File: src/ils_pkg.sv
// ----------------------------------------------------------------------------
// ils_pkg
// Shared types and codes for the indexed list store.
// ----------------------------------------------------------------------------
package ils_pkg;

   localparam int DepthDefault     = 64;
   localparam int ElemWidthDefault = 32;

   localparam int ModeWidth   = 3;
   localparam int PosWidth    = 7;
   localparam int ValueWidth  = 32;
   localparam int StrideWidth = 7;
   localparam int DataWidth   = 32;
   localparam int FoundWidth  = 6;
   localparam int CountWidth  = 7;
   localparam int StatusWidth = 3;

   typedef enum logic [ModeWidth-1:0] {
      MODE_READ      = 3'd0,
      MODE_OVERWRITE = 3'd1,
      MODE_INSERT    = 3'd2,
      MODE_DELETE    = 3'd3,
      MODE_APPEND    = 3'd4,
      MODE_SEARCH    = 3'd5,
      MODE_REMOVE    = 3'd6,
      MODE_NOP       = 3'd7
   } mode_type;

   typedef enum logic [StatusWidth-1:0] {
      ST_OK         = 3'd0,
      ST_BADPOS     = 3'd1,
      ST_ZEROSTRIDE = 3'd2,
      ST_FULL       = 3'd3,
      ST_NOTFOUND   = 3'd4
   } status_type;

   // what every cell does this cycle
   typedef enum logic [2:0] {
      CELL_HOLD  = 3'd0,
      CELL_WRITE = 3'd1,   // take the broadcast value if selected
      CELL_UP    = 3'd2,   // take left neighbor if at or above position
      CELL_DOWN  = 3'd3,   // take right neighbor if at or above position
      CELL_PACK  = 3'd4    // stride compaction step
   } cell_op_type;

   typedef enum logic [1:0] {
      FSM_IDLE,
      FSM_EXEC,
      FSM_PACK,
      FSM_DONE
   } fsm_type;

endpackage

File: src/ils_cell.sv
// ----------------------------------------------------------------------------
// ils_cell
// One list slot: holds an element and flags whether it matches the bus value.
// ----------------------------------------------------------------------------
module ils_cell
   import ils_pkg::*;
#(
   parameter int ELEM_WIDTH = ElemWidthDefault
) (
   input  logic                  clock,
   input  cell_op_type           op,
   input  logic                  sel,       // write target or shift boundary hit
   input  logic [ELEM_WIDTH-1:0] bus_value,
   input  logic [ELEM_WIDTH-1:0] left_value,
   input  logic [ELEM_WIDTH-1:0] right_value,
   output logic [ELEM_WIDTH-1:0] value,
   output logic                  match
);

   logic [ELEM_WIDTH-1:0] value_ff, value_in;

   always_comb begin
      value_in = value_ff;
      case (op)
         CELL_WRITE: if (sel) value_in = bus_value;
         CELL_UP:    if (sel) value_in = left_value;
         CELL_DOWN:  if (sel) value_in = right_value;
         CELL_PACK: begin
            // a removed slot sits at the cursor, pull the right neighbor down
            if (sel) value_in = right_value;
         end
         default: ;
      endcase
   end

   always_ff @(posedge clock) begin
      value_ff <= value_in;
   end

   assign value = value_ff;
   assign match = (value_ff == bus_value);

endmodule

File: config.mk
export PLATFORM = sky130hd
export DESIGN_NAME = ils_cell
export DESIGN_NICKNAME = d
export VERILOG_FILES = /design/src/ils_pkg.sv /design/src/ils_cell.sv
export SDC_FILE = /design/constraint.sdc
export NUM_CORES = 1
export LEC_CHECK = 0
export BUFFER_PORTS_ARGS = -buffer_cell sky130_fd_sc_hd__buf_2
export CORE_ASPECT_RATIO = 0.7
export CORE_MARGIN = 2
export CORE_UTILIZATION = 40
export CTS_BUF_LIST = sky130_fd_sc_hd__clkbuf_16
export DETAILED_ROUTE_END_ITERATION = 16
export PLACE_DENSITY_LB_ADDON = 0.1
export SYNTH_ARGS = -nofsm -noshare
export SYNTH_HDL_FRONTEND = slang
export SYNTH_SLANG_ARGS = --single-unit
export TNS_END_PERCENT = 20
File: constraint.sdc
create_clock -name clock -period 4 [get_ports clock]
set_input_delay 0.2 -clock clock [delete_from_list [all_inputs] [get_ports clock]]
set_output_delay 0.2 -clock clock [all_outputs]
set_load 0.005 [all_outputs]
==> flow_summary.json <==
{
  "dr_total_vias": 1859,
  "crit_chain": "xor2_1, nor4_1, nand4_1, nor2_1, buf_2",
  "power_frac_comb_pct": 20.5,
  "synth_top_family_by_area": "simple AND/OR/NAND/NOR gates",
  "end_kind": "output port",
  "syn_to_final_growth_pct": 43.8,
  "first_iter_violations": 88,
  "dp_cells": 368,
  "fin_ws_ns": 2.16,
  "worst-path-buf-inv": 1,
  "ys_types": 16,
  "rsz0062_at_grt": "no",
  "regArea_um2": 961,
  "synth.area.mux_share_pct": 0,
  "clockPowerShare_pct": 35.5,
  "hpwl_mm": 4.01,
  "critPathLaunch": "value[9]",
  "p_sw_uw": 248,
  "hold_path.class": "input pin to flip-flop",
  "crit_path_max_fanout": 2,
  "layout_common_cells": "buf_2 (133), nand2_1 (65), a22oi_1 (32), xor2_1 (32), edfxtp_1 (32)",
  "grt_max_degree": 33,
  "maxCapViolCount": 0,
  "power_density_nw_per_um2": 357,
  "synth_top_area_share_pct": 50.3,
  "io_pins": 134,
  "multiInputGateArea_um2": 901,
  "ys_top_cells_by_area": "edfxtp_1 (50%), xor2_1 (15%), nand2_1 (13%), a22oi_1 (13%), nor4_1 (2.6%)",
  "clockRootBuffer": "clkbuf_16",
  "cts_tree": "built",
  "tns_ns": 0,
  "synth_cells": 188,
  "postCtsSetupBuffers": 0,
  "grt_use_total_pct": 20.2,
  "ir_worst_vdd_mv": 0.191,
  "layout_commonest_cell": "buf_2",
  "finalCritPeriodShare_pct": 46.0,
  "synth-compound-area-share_pct": 13.4,
  "cts-resized-gates": 0,
  "cp_slowest_cell": "edfxtp_1",
  "die_x_um": 86.6,
  "grt_pass1_wl_mm": 8.11,
  "num-fill-cells": 408,
  "nNetsFinal": 421,
  "antenna_found_initial": 0,
  "synthAdderAreaFrac_pct": 0,
  "fin_util_pct": 61.6,
  "status": "completed",
  "drc": 0,
  "holdBufCountCts": 0,
  "yosysTopAreaCell": "edfxtp_1",
  "ys_ff_latch": 32,
  "syn_nets": 289,
  "worst-path-stages": 5,
  "fmax_mhz": 543,
  "finalWirelength_mm": 5.32,
  "pwr-share-seq_pct": 43.9,
  "io_buffers": 133,
  "path_clk_slew_ns": 0.05,
  "worstPathRequired_ns": 3.80,
  "overflow": 0,
  "antenna_cells": 0,
  "grt_pass1_vias": 1762,
  "yosysSeqAreaShare_pct": 50.3,
  "crit_arrival_ns": 1.64,
  "core-area_um2": 4450,
  "synth-simple-area-share_pct": 18.2,
  "rows": 20,
  "path_delay_family": "simple AND/OR/NAND/NOR gates",
  "first_pass_iters": 4,
  "antenna_left": 0,
  "slew_viol_final": 0,
  "endpoint": "match",
  "clkSinkCount": 32,
  "vias_per_cell": 4.96,
  "drive_gt1_share_pct": 44.7,
  "layoutNonFillerInstCount": 375,
  "critPathLaunchType": "flip-flop",
  "path_class": "flip-flop to output port",
  "die_h_um": 61.8,
  "cts_max_path_buffers": 2,
  "internal_power_uw": 733,
  "synth_xor_area_share_pct": 14.7,
  "switching_share_pct": 25.2,
  "numCtsBuffers": 5,
  "dp_slack_ns": 1.88,
  "setup_viol": 0,
  "gp_congestion": 0.794,
  "wl_per_cell_um": 14.2,
  "dieArea_um2": 5350,
  "htree_levels": 2,
  "syn_avg_cell_area_um2": 10.2,
  "slowest_delay_ns": 0.41,
  "worstMarginPinSlew_ns": 1.15,
  "yosysWarnings": 0,
  "syn-cell-area_um2": 1910,
  "largest_reg_flops": 32,
  "start_util_pct": 42.9,
  "hold_viol": 0,
  "leakage_nw": 1.34,
  "relSlewSlack_pct": 23.0,
  "fin_crit_ns": 1.84
}
cell usage after synthesis (all sizes together):
cell	number
nand3b	1
nor2	1
nor3b	1
a22oi	32
nand2	65
o21bai	1
buf	7
or3b	1
a21boi	1
xor2	32
clkbuf	3
edfxtp	32
nor4	8
and3b	1
nand4	2
worst min-delay path by stage:
| stage | depth (start not counted) | endpoint | startpoint |
|---|---|---|---|
| 5_1_grt | 3 | value[27] | right_value[27] |
| 2_1_floorplan | 2 | value[0] | bus_value[0] |
| 6_report | 3 | value[11] | right_value[11] |
| 4_1_cts | 3 | value[11] | right_value[11] |
| 3_3_place_gp | 3 | value[28] | right_value[28] |
| 3_5_place_dp | 3 | value[11] | right_value[11] |
stage by stage:
step | instance area (um^2) | total power [mW] | hold WS, ns
final | 2750 | 0.980 | 0.215
after global routing | 2750 | 1.04 | 0.216
after CTS | 2750 | 0.993 | 0.209
after detailed placement | 2610 | 0.640 | 0.488
after global placement | 2610 | 0.636 | 0.488
after floorplan | 1910 | 0.535 | 0.382
tightest hold or removal path: stages:
cell and delay [ns]:
buf_2 0.07, a22oi_1 0.05, nand2_1 0.05
cell families (layout without fill, tap and decap cells):
group	Yosys count	after routing
xor+xnor	32	32
buf+inv	10	142
compound gates	34	34
simple gates	80	80
flops	32	32
power by group through the flow:
| stage | registers (mW) | clock network [mW] | logic (mW) |
|---|---|---|---|
| 3_3_place_gp | 0.436 | 0 | 0.200 |
| 5_1_grt | 0.435 | 0.375 | 0.226 |
| 6_report | 0.431 | 0.348 | 0.201 |
| 4_1_cts | 0.431 | 0.358 | 0.203 |
| 2_1_floorplan | 0.441 | 0 | 0.0941 |
| 3_5_place_dp | 0.437 | 0 | 0.203 |
area by class of cell:
type / instances / share of cell area, %
Clock inverter: 2 / 0.319
Sequential cell: 32 / 35.0
Clock buffer: 5 / 4.56
Tap cell: 55 / 2.51
Timing Repair Buffer: 135 / 24.8
Multi-Input combinational cell: 146 / 32.8
layer usage:
layer	vias up	global-route usage (%)	wire length (um)	part of all wire (%)
met4	0	5.58	13	0.24
met2	70	34.9	2550	48
li1	944	-	-	-
met1	843	25.5	2460	46
met3	2	5.42	299	5.6
met5	-	0	0	0
Power figures use the tool's default switching activity.
